`src/design/phar_pkg.sv`:
```
package phar_pkg;

    localparam int unsigned TimeW  = 32;
    localparam int unsigned CfgW   = 16;
    localparam int unsigned Div3Sh = 17;
    localparam logic [Div3Sh-1:0] Div3Mul = 17'd43691;

    typedef enum logic {
        CFG_REPEAT_INTERVAL = 1'b0,
        CFG_HOLD_THRESHOLD  = 1'b1
    } t_cfg_idx;

    typedef struct packed {
        logic             prev_level;
        logic             is_pressed;
        logic [TimeW-1:0] press_start;
        logic [TimeW-1:0] last_fire;
        logic [TimeW-1:0] release_duration;
    } t_state;

    typedef struct packed {
        logic             event_res;
        logic [TimeW-1:0] held_ms;
        logic [TimeW-1:0] released_ms;
    } t_result;

    // exact floor(x/3) for any 16-bit x
    function automatic logic [CfgW-1:0] div3(input logic [CfgW-1:0] x);
        logic [CfgW+Div3Sh-1:0] prod;
        prod = {{Div3Sh{1'b0}}, x} * {{CfgW{1'b0}}, Div3Mul};
        return prod[CfgW+Div3Sh-1:Div3Sh];
    endfunction

endpackage

```
`src/design/phar_core.sv`:
```
module phar_core
    import phar_pkg::*;
(
    input  t_state           i_state,
    input  logic [CfgW-1:0]  i_interval,
    input  logic [CfgW-1:0]  i_interval_fast,
    input  logic [CfgW-1:0]  i_threshold,
    input  logic [TimeW-1:0] i_now,
    input  logic             i_level,
    input  logic             i_ack,
    output t_state           o_state,
    output t_result          o_result
);

    logic             w_edge;
    logic [TimeW-1:0] w_held;
    logic [TimeW-1:0] w_since_fire;
    logic [CfgW-1:0]  w_rate;
    logic             w_fast;

    assign w_edge       = i_level != i_state.prev_level;
    assign w_held       = i_now - i_state.press_start;
    assign w_since_fire = i_now - i_state.last_fire;
    assign w_fast       = (i_threshold != '0) && (w_held > {{(TimeW-CfgW){1'b0}}, i_threshold});
    assign w_rate       = w_fast ? i_interval_fast : i_interval;

    always_comb begin
        t_state nxt;
        logic   ev;
        nxt            = i_state;
        ev             = 1'b0;
        nxt.prev_level = i_level;
        priority if (w_edge && i_level) begin
            nxt.press_start = i_now;
            nxt.is_pressed  = 1'b1;
            nxt.last_fire   = i_now;
            ev              = 1'b1;
        end else if (w_edge) begin
            nxt.release_duration = w_held;
            nxt.press_start      = '0;
            nxt.is_pressed       = 1'b0;
            nxt.last_fire        = '0;
        end else begin
            if (i_interval != '0 && i_state.is_pressed &&
                (w_since_fire > {{(TimeW-CfgW){1'b0}}, w_rate})) begin
                nxt.last_fire = i_now;
                ev            = 1'b1;
            end
        end
        o_result.event_res   = ev;
        o_result.held_ms     = nxt.is_pressed ? (i_now - nxt.press_start) : '0;
        o_result.released_ms = nxt.release_duration;
        // report first, then clear on acknowledge
        if (i_ack) begin
            nxt.release_duration = '0;
        end
        o_state = nxt;
    end

endmodule

```
`src/design/press_hold_auto_repeat.sv`:
```
// Auto-repeat for a polled touch sensor. Each input word is one poll: now_ms in tdata,
// touched and ack_release in tuser. Each poll yields exactly one output word carrying the
// event flag (press or repeat firing), the current held time and the last release duration.
// A poll passes an input register and then the state update into the output register; one
// poll is accepted every cycle while the output side keeps up, and the output register lets
// the next poll enter while a result waits. The user must write repeat interval and hold
// threshold via the config port only while no poll is in flight; the block does not check.
module press_hold_auto_repeat
    import phar_pkg::*;
(
    input  logic                 i_clk,
    input  logic                 i_rst_n,
    input  logic                 i_cfg_we,
    input  logic                 i_cfg_idx,
    input  logic [CfgW-1:0]      i_cfg_data,
    input  logic                 i_s_axis_tvalid,
    output logic                 o_s_axis_tready,
    input  logic [TimeW-1:0]     i_s_axis_tdata,   // now_ms
    input  logic [1:0]           i_s_axis_tuser,   // touched, ack_release
    output logic                 o_m_axis_tvalid,
    input  logic                 i_m_axis_tready,
    output logic [2*TimeW-1:0]   o_m_axis_tdata,   // held_ms, released_ms
    output logic                 o_m_axis_tuser    // event_res
);

    logic [CfgW-1:0]  r_interval;
    logic [CfgW-1:0]  r_interval_fast;
    logic [CfgW-1:0]  r_threshold;

    logic             r_in_valid;
    logic [TimeW-1:0] r_in_now;
    logic             r_in_level;
    logic             r_in_ack;

    t_state           r_state;
    t_state           n_state;
    t_result          n_result;
    t_result          r_out;
    logic             r_out_valid;

    logic             w_advance;
    logic             w_in_take;

    assign w_advance       = !r_out_valid || i_m_axis_tready;
    assign o_s_axis_tready = !r_in_valid || w_advance;
    assign w_in_take       = i_s_axis_tvalid && o_s_axis_tready;

    always_ff @(posedge i_clk) begin
        if (!i_rst_n) begin
            r_interval      <= '0;
            r_interval_fast <= '0;
            r_threshold     <= '0;
        end else if (i_cfg_we) begin
            unique case (t_cfg_idx'(i_cfg_idx))
                CFG_REPEAT_INTERVAL: begin
                    r_interval      <= i_cfg_data;
                    r_interval_fast <= div3(i_cfg_data);
                end
                CFG_HOLD_THRESHOLD: begin
                    r_threshold <= i_cfg_data;
                end
                default: ;
            endcase
        end
    end

    always_ff @(posedge i_clk) begin
        if (!i_rst_n) begin
            r_in_valid <= 1'b0;
        end else if (o_s_axis_tready) begin
            r_in_valid <= i_s_axis_tvalid;
        end
    end

    always_ff @(posedge i_clk) begin
        if (w_in_take) begin
            r_in_now   <= i_s_axis_tdata;
            r_in_level <= i_s_axis_tuser[0];
            r_in_ack   <= i_s_axis_tuser[1];
        end
    end

    phar_core u_core (
        .i_state         (r_state),
        .i_interval      (r_interval),
        .i_interval_fast (r_interval_fast),
        .i_threshold     (r_threshold),
        .i_now           (r_in_now),
        .i_level         (r_in_level),
        .i_ack           (r_in_ack),
        .o_state         (n_state),
        .o_result        (n_result)
    );

    always_ff @(posedge i_clk) begin
        if (!i_rst_n) begin
            r_state     <= '0;
            r_out_valid <= 1'b0;
        end else if (w_advance) begin
            r_out_valid <= r_in_valid;
            if (r_in_valid) begin
                r_state <= n_state;
            end
        end
    end

    always_ff @(posedge i_clk) begin
        if (w_advance && r_in_valid) begin
            r_out <= n_result;
        end
    end

    assign o_m_axis_tvalid = r_out_valid;
    assign o_m_axis_tdata  = {r_out.released_ms, r_out.held_ms};
    assign o_m_axis_tuser  = r_out.event_res;

`ifndef SYNTH
    a_pressed_tracks_level: assert property (@(posedge i_clk) disable iff (!i_rst_n)
        r_state.is_pressed == r_state.prev_level)
        else $error("press flag out of step with touch level");

    a_released_clears_start: assert property (@(posedge i_clk) disable iff (!i_rst_n)
        !r_state.is_pressed |-> (r_state.press_start == '0 && r_state.last_fire == '0))
        else $error("press times not cleared while released");

    a_word_reaches_output: assert property (@(posedge i_clk) disable iff (!i_rst_n)
        (w_advance && r_in_valid) |=> r_out_valid)
        else $error("processed word lost before output");
`endif

endmodule

```
`config.mk`:
```
export PLATFORM = sky130hd
export DESIGN_NAME = press_hold_auto_repeat
export DESIGN_NICKNAME = d
export VERILOG_FILES = /design/src/design/phar_pkg.sv /design/src/design/phar_core.sv /design/src/design/press_hold_auto_repeat.sv
export SDC_FILE = /design/constraint.sdc
export NUM_CORES = 1
export LEC_CHECK = 0
export BUFFER_PORTS_ARGS = -buffer_cell sky130_fd_sc_hd__clkbuf_2
export CORE_ASPECT_RATIO = 0.8
export CORE_MARGIN = 4
export CORE_UTILIZATION = 55
export DETAILED_ROUTE_END_ITERATION = 10
export HOLD_SLACK_MARGIN = 0.03
export PLACE_DENSITY = 0.73
export SYNTH_ARGS = -nofsm -noshare
export SYNTH_HDL_FRONTEND = slang
export SYNTH_SLANG_ARGS = --single-unit
```
`constraint.sdc`:
```
create_clock -name i_clk -period 15.5 [get_ports i_clk]
set_input_delay 1.55 -clock i_clk [delete_from_list [all_inputs] [get_ports i_clk]]
set_output_delay 1.55 -clock i_clk [all_outputs]
set_load 0.05 [all_outputs]
```
# Word level (Yosys, flattened, before mapping)

Index checks and enable logic that the tools add are counted.

Register bits after elaboration: 246
Bits of input ports: 56
Output and inout port bits: 67

Add/subtract/negate cells: 3
Multipliers: 1
Magnitude comparators: 2
Equal/unequal tests: 1
Mux-type cells: 10
Bitwise logic cells: 1
Reductions and logical operators: 17

Operators by type and width:

| cell                   | count |
|---|---|
| $mux 32                | 5 |
| $sub 32x32->32         | 3 |
| $mux 65                | 1 |
| $gt 32x16->1           | 2 |
| $mux 33                | 1 |
| $mul 16x16->32 const B | 1 |
| $reduce_bool 16->1     | 2 |
| $mux 16                | 1 |
| $logic_and 1x1->1      | 6 |
| $reduce_and 2->1       | 3 |
| $reduce_and 3->1       | 1 |
| $reduce_bool 3->1      | 1 |
| $logic_not 1->1        | 2 |
| $logic_or 1x1->1       | 2 |
| $mux 1                 | 2 |
| $ne 1x1->1             | 1 |
| $not 1->1              | 1 |

# Longest topological paths before layout

Gate-level depths: netlist (run 1).

Depth after elaboration: 10
Mapped depth: 35
Gate-level depth less buffers: 33

# Modules after synthesis

A second synthesis (run 1) with hierarchy kept.

Cells, all modules: 2511
Area total of the unflattened synthesis: 21211.6 um^2

Modules (own cells, without submodules):

| module                 | instances | cells an instance | area an instance (um^2) | sequential area each (um^2) |
|---|---|---|---|---|
| press_hold_auto_repeat | 1         | 1252              | 13096.3                 | 5915.7 |
| phar_core              | 1         | 1259              | 8115.3                  | 0.0 |

# Worst setup path before layout (run 1)

OpenSTA, ideal clock, no wires.

Path type: input -> register
From: in i_cfg_data[1]
To: reg r_interval_fast[10]
Arrival time: 6.752 ns
Setup slack: 8.684 ns
Stages: 21
Buffers on the path: 0
Cell sequence: ha_1 > inv_1 > fa_1 > inv_1 > fa_1 > inv_1 > fa_1 > fa_1 > fa_1 > inv_1 > ha_1 > nand4_1 > a2111oi_0 > a21oi_1 > o21a_1 > a31o_2 > o21ai_0 > and2_1 > o21ai_0 > or4_1 > nand4_1

Cells in the longest elaborated chain, start to end: 1

Ends and longest elaborated chain:

| what                 | RTL line                     | RTL |
|---|---|---|
| from (decl)          | press_hold_auto_repeat.sv:15 | `input logic [CfgW-1:0] i_cfg_data,` |
| $mul 16x16->32       | phar_pkg.sv:30               | `prod = {{Div3Sh{1'b0}}, x} * {{CfgW{1'b0}}, Div3Mul};` |
| to (signal assigned) | press_hold_auto_repeat.sv:57 | `r_interval_fast <= div3(i_cfg_data);` |
| to (decl)            | press_hold_auto_repeat.sv:27 | `logic [CfgW-1:0] r_interval_fast;` |

No other way between the ends.
A chain may end at the register's enable or synchronous reset.

# Worst setup path after layout (run 1)

From: reg r_in_now[0]
To: reg r_state[56] (netlist name)

Cells in the longest elaborated chain, start to end: 8
Elaborated cells on any way between the ends: 9
Classes of those cells: add/sub: 2; order compare: 2; mux: 1; reduce/logical: 4

Ends and longest elaborated chain:

| what                            | RTL line                      | RTL |
|---|---|---|
| from (decl)                     | press_hold_auto_repeat.sv:31  | `logic [TimeW-1:0] r_in_now;` |
| from (signal assigned)          | press_hold_auto_repeat.sv:77  | `r_in_now <= i_s_axis_tdata;` |
| $sub 32x32->32                  | phar_core.sv:22               | `assign w_held = i_now - i_state.press_start;` |
| $gt 32x16->1                    | phar_core.sv:24               | `assign w_fast = (i_threshold != '0) && (w_held > {{(TimeW-CfgW){1'b0}}, i_threshold});` |
| $logic_and 1x1->1               | phar_core.sv:24               |  |
| $mux 16                         | phar_core.sv:25               | `assign w_rate = w_fast ? i_interval_fast : i_interval;` |
| $gt 32x16->1 (*)                | phar_core.sv:45               | `(w_since_fire > {{(TimeW-CfgW){1'b0}}, w_rate})) begin` |
| $logic_and 1x1->1 (*)           | phar_core.sv:44               | `if (i_interval != '0 && i_state.is_pressed &&` |
| $reduce_bool 3->1 (no line) (*) | n/a                           |  |
| $reduce_and 3->1 (no line) (*)  | n/a                           |  |
| to (signal assigned)            | press_hold_auto_repeat.sv:102 | `r_state <= n_state;` |
| to (decl)                       | press_hold_auto_repeat.sv:35  | `t_state r_state;` |

Every way passes the cells marked *; elsewhere a longest branch is shown, timed or not.

==> impl_metrics.ini, run 1 <==
[status]
status = complete, no violations

[job]
drv_cap = 0

[sta]
setup_viol = 0
min_period_ns = 8.00
fin_skew_ns = 0.0148
rsz0062_at_grt = no
relSlewSlack = 0.261
period_share = 0.516
finalHoldViolCount = 0
timing.fmax_mhz = 125
layout_setup_ws_ns = 7.50
slew_violations = 0
tightest_slew_ns = 1.08
finalSetupTns_ns = 0
worst_hold_slack_ns = 0.460

[critical_path]
path_max_fanout = 18
endpoint_kind = flip-flop
crit_arrival_ns = 8.41
critical_path_class = flip-flop to flip-flop
worstPathRequired_ns = 15.91
crit_family = compound AO/OA/AOI/OAI gates
cp-start-kind = flip-flop
cp_common_cell = ha_1
cpPeakStageDelay_ns = 0.68
crit_slowest_cell = a41oi_4
timing.critical_path.buf_inv = 3

[yosys]
yosys.area.top_type_share = 0.156
synth_xor_xnor_area_share = 0.0335
yosys_warnings = 0
synth_ff_type = dfxtp_1
synth_compound_area_frac = 0.171
synthArstFlopShare = 0
yosysTopAreaCell = ha_1
ys_seq_area_frac = 0.294
yosys.area_share.simple = 0.161
synth_mux_area_frac = 0.0310
ys_ff_latch = 246
syn_area_per_cell_um2 = 8.83
synthTopCellsByArea = ha_1, edfxtp_1, dfxtp_1
synth.distinct_cells = 72
synth_top_family_by_area = adder cells
synth_edf_count = 99
synth_area_um2 = 20200
syn_inst = 2283
synth_nets = 2676
synthAdderAreaFrac = 0.241

[detailed_routing]
vias_per_cell = 5.96
vias = 17000
ant_nets = 0
drtPass1Iterations = 5
drcViolationCount = 0
routedWlPerCell_um = 19.8
wl_um = 56400
drt-initial-drc-count = 1515

[global_route]
grt.overflow.total = 0
grt_use_total = 0.277
grt_max_degree = 85
grt_pass1_vias = 16300
antenna_found_initial = 3
grt_pass1_wl_um = 88600

[cts]
clockBufferDepth = 3
cts_htree_levels = 1
cts_resized = 0
cts_buffers = 25
hold_buffers = 0
cts_tree = done
cts.clk_slew.worst_paths_ns = 0.07
cts_sinks = 246
cts_setup_buffers = 0
clkLatencyLatePin_ns = 0.54
root_buffer = clkbuf_16

[placement]
io_buffers = 122
preCtsSetupSlack_ns = 7.60
place_congestion = 1.05
dpl.hpwl_um = 44400

[pwr]
irDropWorstVdd_mv = 0.102
power.density_nw_per_um2 = 129
power_switching_mw = 1.16
p_int_mw = 1.67
total_leakage_power_nw = 9.77
sequentialPowerShare = 0.267
p_sw_frac = 0.410
p_comb_frac = 0.513
clock_power_share = 0.220

[cells_and_area]
fill_cells = 3154
layout-drive-gt1-share = 0.0862
area_growth_pct = 8.98
nets = 2742

[floorplan]
core-area_um2 = 36000
die-area_um2 = 39800
row_count = 62
fp.dieH_um = 179
floorplan.initialDensity = 0.560
io_pins = 123
die_w_um = 222

[hold_path]
hold_class = flip-flop to flip-flop
[cells in the mapped netlist, types with 50 or more instances]
cell / number
clkbuf_1: 87
a21oi_1: 143
nor3_1: 66
nor2_1: 94
mux2i_1: 50
nor2b_1: 51
inv_1: 266
dfxtp_1: 147
edfxtp_1: 99
fa_1: 85
ha_1: 252
o21ai_0: 76
nand3_1: 72
nand2_1: 275
[through the flow]
step                      power, mW  std cells  area, µm²  utilization
after global placement         2.14       2802      21100        0.587
final                          2.83       2850      22000        0.610
after CTS                      2.82       2847      22000        0.610
after detailed placement       2.19       2802      21100        0.587
after floorplan                1.83       2283      20200            -
after global routing           3.05       2850      22000        0.610
[placed cells by master (no fill, tap or decap), drive strengths merged, types with 11 or more instances in the layout]
| master | count |
|---|---|
| a2111oi | 11 |
| fa | 85 |
| nand3 | 72 |
| nor2 | 94 |
| mux2 | 11 |
| a22oi | 31 |
| o211a | 34 |
| edfxtp | 99 |
| xor2 | 34 |
| xnor2 | 43 |
| o21a | 19 |
| a21o | 48 |
| nor4 | 13 |
| clkbuf | 152 |
| o21bai | 11 |
| a211oi | 11 |
| buf | 16 |
| or3 | 14 |
| mux2i | 50 |
| nor3 | 66 |
| a21oi | 144 |
| nand2 | 275 |
| o21ai | 80 |
| nand2b | 20 |
| and3 | 13 |
| inv | 266 |
| ha | 252 |
| o211ai | 12 |
| and2 | 15 |
| a21boi | 39 |
| nand4 | 27 |
| nor2b | 51 |
| dfxtp | 147 |
| o31ai | 13 |
[path summary, 6_finish.rpt]
check / from / endpoint / slack [ns] / depth (start not counted)
worst max-delay path: r_in_now[0] / r_state[56] / 7.50 / 33
worst min-delay path: r_state[36] / r_state[36] / 0.46 / 2
worst max register to register: r_in_now[0] / r_state[56] / 7.50 / 33
worst min register to register: r_state[36] / r_state[36] / 0.46 / 2
[registers in the layout, summed over array words and instances (netlist names), 15 cells and up]
name,cells
r_state,98
r_interval_fast,15
o_m_axis_tdata,64
r_in_now,32
r_threshold,16
r_interval,16
[worst reg2reg max path: cells and delay by family, from the launching register on]
family | cells | cell delay [ns]
AO/OA/AOI/OAI | 13 | 3.27
AND/OR/NAND/NOR | 11 | 1.89
buffers and inverters | 3 | 0.64
multiplexers | 2 | 0.48
adder cells (fa/ha/maj) | 4 | 1.19
flip-flops | 1 | 0.41
[logic make-up after synthesis]
group	after synthesis
AND/OR/NAND/NOR	686
AO/OA/AOI/OAI	512
buffers and inverters	364
adder cells (fa/ha/maj)	337
flip-flops	246
XOR/XNOR	77
multiplexers	61
[per-layer routing]
metal	part of all wire	GRT usage
met5	0	0
met4	0.019	0.0532
met3	0.076	0.0388
met2	0.42	0.414
met1	0.49	0.430
[power by group through the flow]
stage	Combinational, mW	Clock, mW	Sequential, mW
3_5_place_dp	1.42	0	0.768
6_report	1.45	0.624	0.756
3_3_place_gp	1.37	0	0.768
5_1_grt	1.63	0.663	0.759
4_1_cts	1.43	0.636	0.755
2_1_floorplan	1.03	0	0.796
[area by class of cell]
class,instances,area (µm²),share of cell area
sequential,246,5920,0.269
clock buffer,31,678,0.0309
multi-input combinational,1673,12900,0.586
timing repair buffer,137,726,0.0330
antenna,3,7.51,0.000342
tap,480,601,0.0273
inverter,266,1000,0.0456
clock inverter,14,156,0.00712
Power figures use the tool's default switching activity.
==> run 2, diff against run 1 <==
- ABC_AREA: not set -> 1
- clock period: 15.5 -> 7.9 ns (I/O delays scaled with it)
==> impl_metrics.ini, run 2 <==
[floorplan]
io_pins = 123
row_count = 64
fp.dieH_um = 185
die-area_um2 = 42200
die_w_um = 229
floorplan.initialDensity = 0.559
core-area_um2 = 38400

[sta]
setup_viol = 0
period_share = 0.839
layout_setup_ws_ns = 1.27
slew_violations = 0
relSlewSlack = 0.290
min_period_ns = 6.63
rsz0062_at_grt = no
timing.fmax_mhz = 151
finalHoldViolCount = 0
tightest_slew_ns = 1.07
fin_skew_ns = 0.0227
finalSetupTns_ns = 0
worst_hold_slack_ns = 0.404

[global_route]
grt_max_degree = 196
grt_pass1_wl_um = 102000
grt.overflow.total = 0
grt_use_total = 0.301
grt_pass1_vias = 19100
antenna_found_initial = 0

[pwr]
p_comb_frac = 0.572
total_leakage_power_nw = 11.5
irDropWorstVdd_mv = 0.340
power_switching_mw = 3.11
sequentialPowerShare = 0.223
p_int_mw = 3.61
clock_power_share = 0.205
p_sw_frac = 0.463
power.density_nw_per_um2 = 286

[cells_and_area]
nets = 3439
largest_register_ffs = 98
layout-drive-gt1-share = 0.0714
antenna_cells = 0
final_common_cell = nand2_1
regMostFlops = r_state
design_area_um2 = 23500
area_growth_pct = 9.49
layout.cells.non_filler = 3562
fill_cells = 3494
layout_common_cells = nand2_1, inv_1, a21oi_1

[critical_path]
path_max_fanout = 64
endpoint_kind = flip-flop
cp-start-kind = flip-flop
crit_slowest_cell = edfxtp_1
crit_arrival_ns = 7.07
cpPeakStageDelay_ns = 0.53
ff2ff_path_depth = 35
critical_path_class = flip-flop to flip-flop
cp_common_cell = nand2_1
worstPathRequired_ns = 8.35

[detailed_routing]
drcViolationCount = 0
vias_per_cell = 5.60
drtPass1Iterations = 6
drt-initial-drc-count = 1737
ant_nets = 0
routedWlPerCell_um = 18.1
wl_um = 64400
vias = 19900

[placement]
io_buffers = 122
preCtsSetupSlack_ns = 1.40
placed_cells = 3512
place_congestion = 0.990
dpl.hpwl_um = 51500
dpl_cell_area_um2 = 22500

[cts]
cts_sinks = 246
cts_tree = done
cts_resized = 0
clockBufferDepth = 3
clkLatencyLatePin_ns = 0.56
cts.clk_slew.worst_paths_ns = 0.06
root_buffer = clkbuf_16
cts_htree_levels = 1
cts_buffers = 27
cts_setup_buffers = 0
hold_buffers = 0

[yosys]
syn_inst = 2952
syn_area_per_cell_um2 = 7.26
synth_edf_count = 99
synthArstFlopShare = 0
synth_ff_type = dfxtp_1
synth_commonest_cells = nand2_1, inv_1, a21oi_1
yosys.area.top_type_share = 0.147
synth.distinct_cells = 51
ys_seq_area_frac = 0.276
yosys_warnings = 0
ys_ff_latch = 246
yosysMostFrequentCell = nand2_1
yosysTopAreaCell = ha_1
synth_nets = 3345
synthTopCellsByArea = ha_1, edfxtp_1, dfxtp_1
synth_area_um2 = 21400

[job]
drv_cap = 0

[hold_path]
hold_class = input pin to flip-flop
holdPathStages = 1

[status]
status = complete, no violations
## run 2: stage by stage
step / util / power, mW
2_1_floorplan: - / 4.28
3_3_place_gp: 0.587 / 5.24
3_5_place_dp: 0.587 / 5.28
4_1_cts: 0.612 / 6.69
5_1_grt: 0.612 / 7.31
6_report: 0.612 / 6.72
## run 2: power by group through the flow
stage                     logic [mW]  clock network [mW]  registers, mW
after global routing            4.35                1.45           1.51
after global placement          3.72                   0           1.52
after floorplan                 2.68                   0           1.60
after CTS                       3.79                1.40           1.50
final                           3.85                1.38           1.50
after detailed placement        3.76                   0           1.52
## run 2: cell families (layout without fill, tap and decap cells)
kind of cell / after synthesis / count (layout) / share of synthesized area
muxes: 7 / 7 / 0.00327
adders and majority gates: 337 / 337 / 0.226
xor gates and xnor gates: 50 / 50 / 0.0204
AOI/OAI and AO/OA: 629 / 629 / 0.157
DFF: 246 / 246 / 0.276
and+or+nand+nor: 1076 / 1076 / 0.208
buffers and inverters: 607 / 722 / 0.109
## run 2: worst max-delay path: cells and delay by family, from the launching register on
family,cells,cell delay (ns)
DFF,1,0.53
AOI/OAI and AO/OA,7,1.23
xor gates and xnor gates,1,0.41
and+or+nand+nor,24,3.18
adders and majority gates,3,1.10
## run 2: worst paths after layout
path                           start           end  slack [ns]
setup / recovery         r_in_now[2]   r_state[59]        1.27
hold / removal    i_s_axis_tdata[31]  r_in_now[31]        0.40
setup reg to reg         r_in_now[2]   r_state[59]        1.27
hold reg to reg          r_state[25]   r_state[25]        0.46
## run 2: metal layers
| layer | track usage | vias to the layer above | part of all wire |
|---|---|---|---|
| met5 | 0 | - | 0 |
| met4 | 0.109 | 0 | 0.040 |
| met3 | 0.0490 | 141 | 0.075 |
| met2 | 0.476 | 751 | 0.43 |
| met1 | 0.420 | 9251 | 0.45 |
| li1 | - | 9801 | - |
## run 2: layout make-up
class / count / area (µm²) / area share
repair buffers: 142 / 773 / 0.0329
flip-flops and latches: 246 / 5920 / 0.252
clock inverters: 13 / 215 / 0.00917
inverters: 530 / 1990 / 0.0847
clock buffers: 37 / 754 / 0.0321
multi-input cells: 2099 / 13200 / 0.563
well taps: 495 / 619 / 0.0264
==> run 3, diff against run 2 <==
- ABC_AREA: 1 -> 0
- clock period: 7.9 -> 6.8 ns (I/O delays scaled with it)
==> impl_metrics.ini, run 3 (synthesis results as in run 1) <==
[placement]
dpl.hpwl_um = 46100
place_congestion = 1.02
io_buffers = 122
preCtsSetupSlack_ns = -0.159

[cells_and_area]
layout_common_cells = nand2_1, inv_1, ha_1
largest_register_ffs = 98
nets = 2824
antenna_cells = 0
final_common_cell = nand2_1
regMostFlops = r_state
area_growth_pct = 13.2
layout-drive-gt1-share = 0.127

[detailed_routing]
drcViolationCount = 0
drtPass1Iterations = 5
vias_per_cell = 5.88
wl_um = 58700
vias = 17200
routedWlPerCell_um = 20.0
ant_nets = 0
drt-initial-drc-count = 1597

[critical_path]
crit_arrival_ns = 7.24
timing.critical_path.buf_inv = 2
path_max_fanout = 16
crit_family = compound AO/OA/AOI/OAI gates
ff2ff_setup_slack_ns = 0.03
critical_path_class = flip-flop to flip-flop
cp-start-kind = flip-flop
endpoint_kind = flip-flop
worstPathRequired_ns = 7.27
cpPeakStageDelay_ns = 0.50
crit_slowest_cell = a2111oi_1

[sta]
timing.fmax_mhz = 148
fin_skew_ns = 0.0240
setup_viol = 0
slew_violations = 0
min_period_ns = 6.77
period_share = 0.995
tightest_slew_ns = 1.24
finalHoldViolCount = 0
layout_setup_ws_ns = 0.0337
rsz0062_at_grt = yes
relSlewSlack = 0.151
worst_hold_slack_ns = 0.294

[pwr]
power.density_nw_per_um2 = 299
total_leakage_power_nw = 10.2
irDropWorstVdd_mv = 0.581

[floorplan]
die_w_um = 222
floorplan.initialDensity = 0.560
core-area_um2 = 36000
fp.dieH_um = 179
io_pins = 123
die-area_um2 = 39800
row_count = 62

[global_route]
grt.overflow.total = 0
grt_use_total = 0.286
grt_pass1_wl_um = 90500
use_met2 = 0.402
grt_pass1_vias = 16300
met3_usage = 0.0707
busiest_layer = met1
antenna_found_initial = 1
grt_max_degree = 82
met1_usage = 0.449

[cts]
cts_htree_levels = 1
clkLatencyLatePin_ns = 0.56
hold_buffers = 0
clockBufferDepth = 3
cts.clk_slew.worst_paths_ns = 0.06
root_buffer = clkbuf_16
cts_buffers = 26
cts_tree = done
cts_sinks = 246

[hold_path]
hold_class = input pin to flip-flop

[job]
drv_cap = 0

[status]
status = complete, no violations
[run 3: worst reg2reg max path: cells and delay by family (launching register included)]
family          cells  cell delay (ns)
buf+inv             2             0.49
fa+ha+maj           3             0.99
flops               1             0.45
mux                 2             0.31
compound gates     15             3.35
simple gates        8             1.10
[run 3: path summary, 6_finish.rpt]
check | from | to | depth (start not counted)
hold reg to reg | r_state[54] | r_state[54] | 2
setup / recovery | r_in_now[6] | r_state[47] | 30
setup reg to reg | r_in_now[6] | r_state[47] | 30
hold / removal | i_s_axis_tdata[20] | r_in_now[20] | 1
[run 3: timing repair]
item                       4_1_cts  5_1_grt
setup buffers                    3        7
setup endpoints to repair       33       33
gates resized for setup          9       34
cloned                           0        1
pin swaps                        7       15
hold endpoints to repair         0        0
[run 3: report_power, final]
group	switching (mW)	internal, mW	total, mW
Combinational	2.10	1.50	3.60
Sequential	0.0668	1.65	1.72
Clock	0.613	0.897	1.51
Total	2.78	4.05	6.82
[run 3: layout make-up]
class	instances	area (µm²)
Fill cell	3086	13200
Multi-Input combinational cell	1673	13000
Sequential cell	246	5920
Timing Repair Buffer	218	1390
Inverter	266	1000
Clock buffer	31	711
Tap cell	480	601
Clock inverter	17	190
[run 3: stage by stage]
stage | TNS, ns | cells | area [µm²] | utilization | power, mW
final | 0 | 2931 | 22800 | 0.634 | 6.82
after detailed placement | -2.50 | 2872 | 21600 | 0.601 | 5.20
after CTS | 0 | 2923 | 22600 | 0.628 | 6.76
after floorplan | 0 | 2283 | 20200 | - | 4.17
after global routing | -6.33 | 2931 | 22800 | 0.634 | 7.33
after global placement | 0 | 2872 | 21600 | 0.601 | 5.11
[run 3: routing by layer]
layer,up-vias,wire [µm]
met5,-,13
met4,2,945
met3,69,5590
met2,600,23300
met1,8264,28800
li1,8287,-
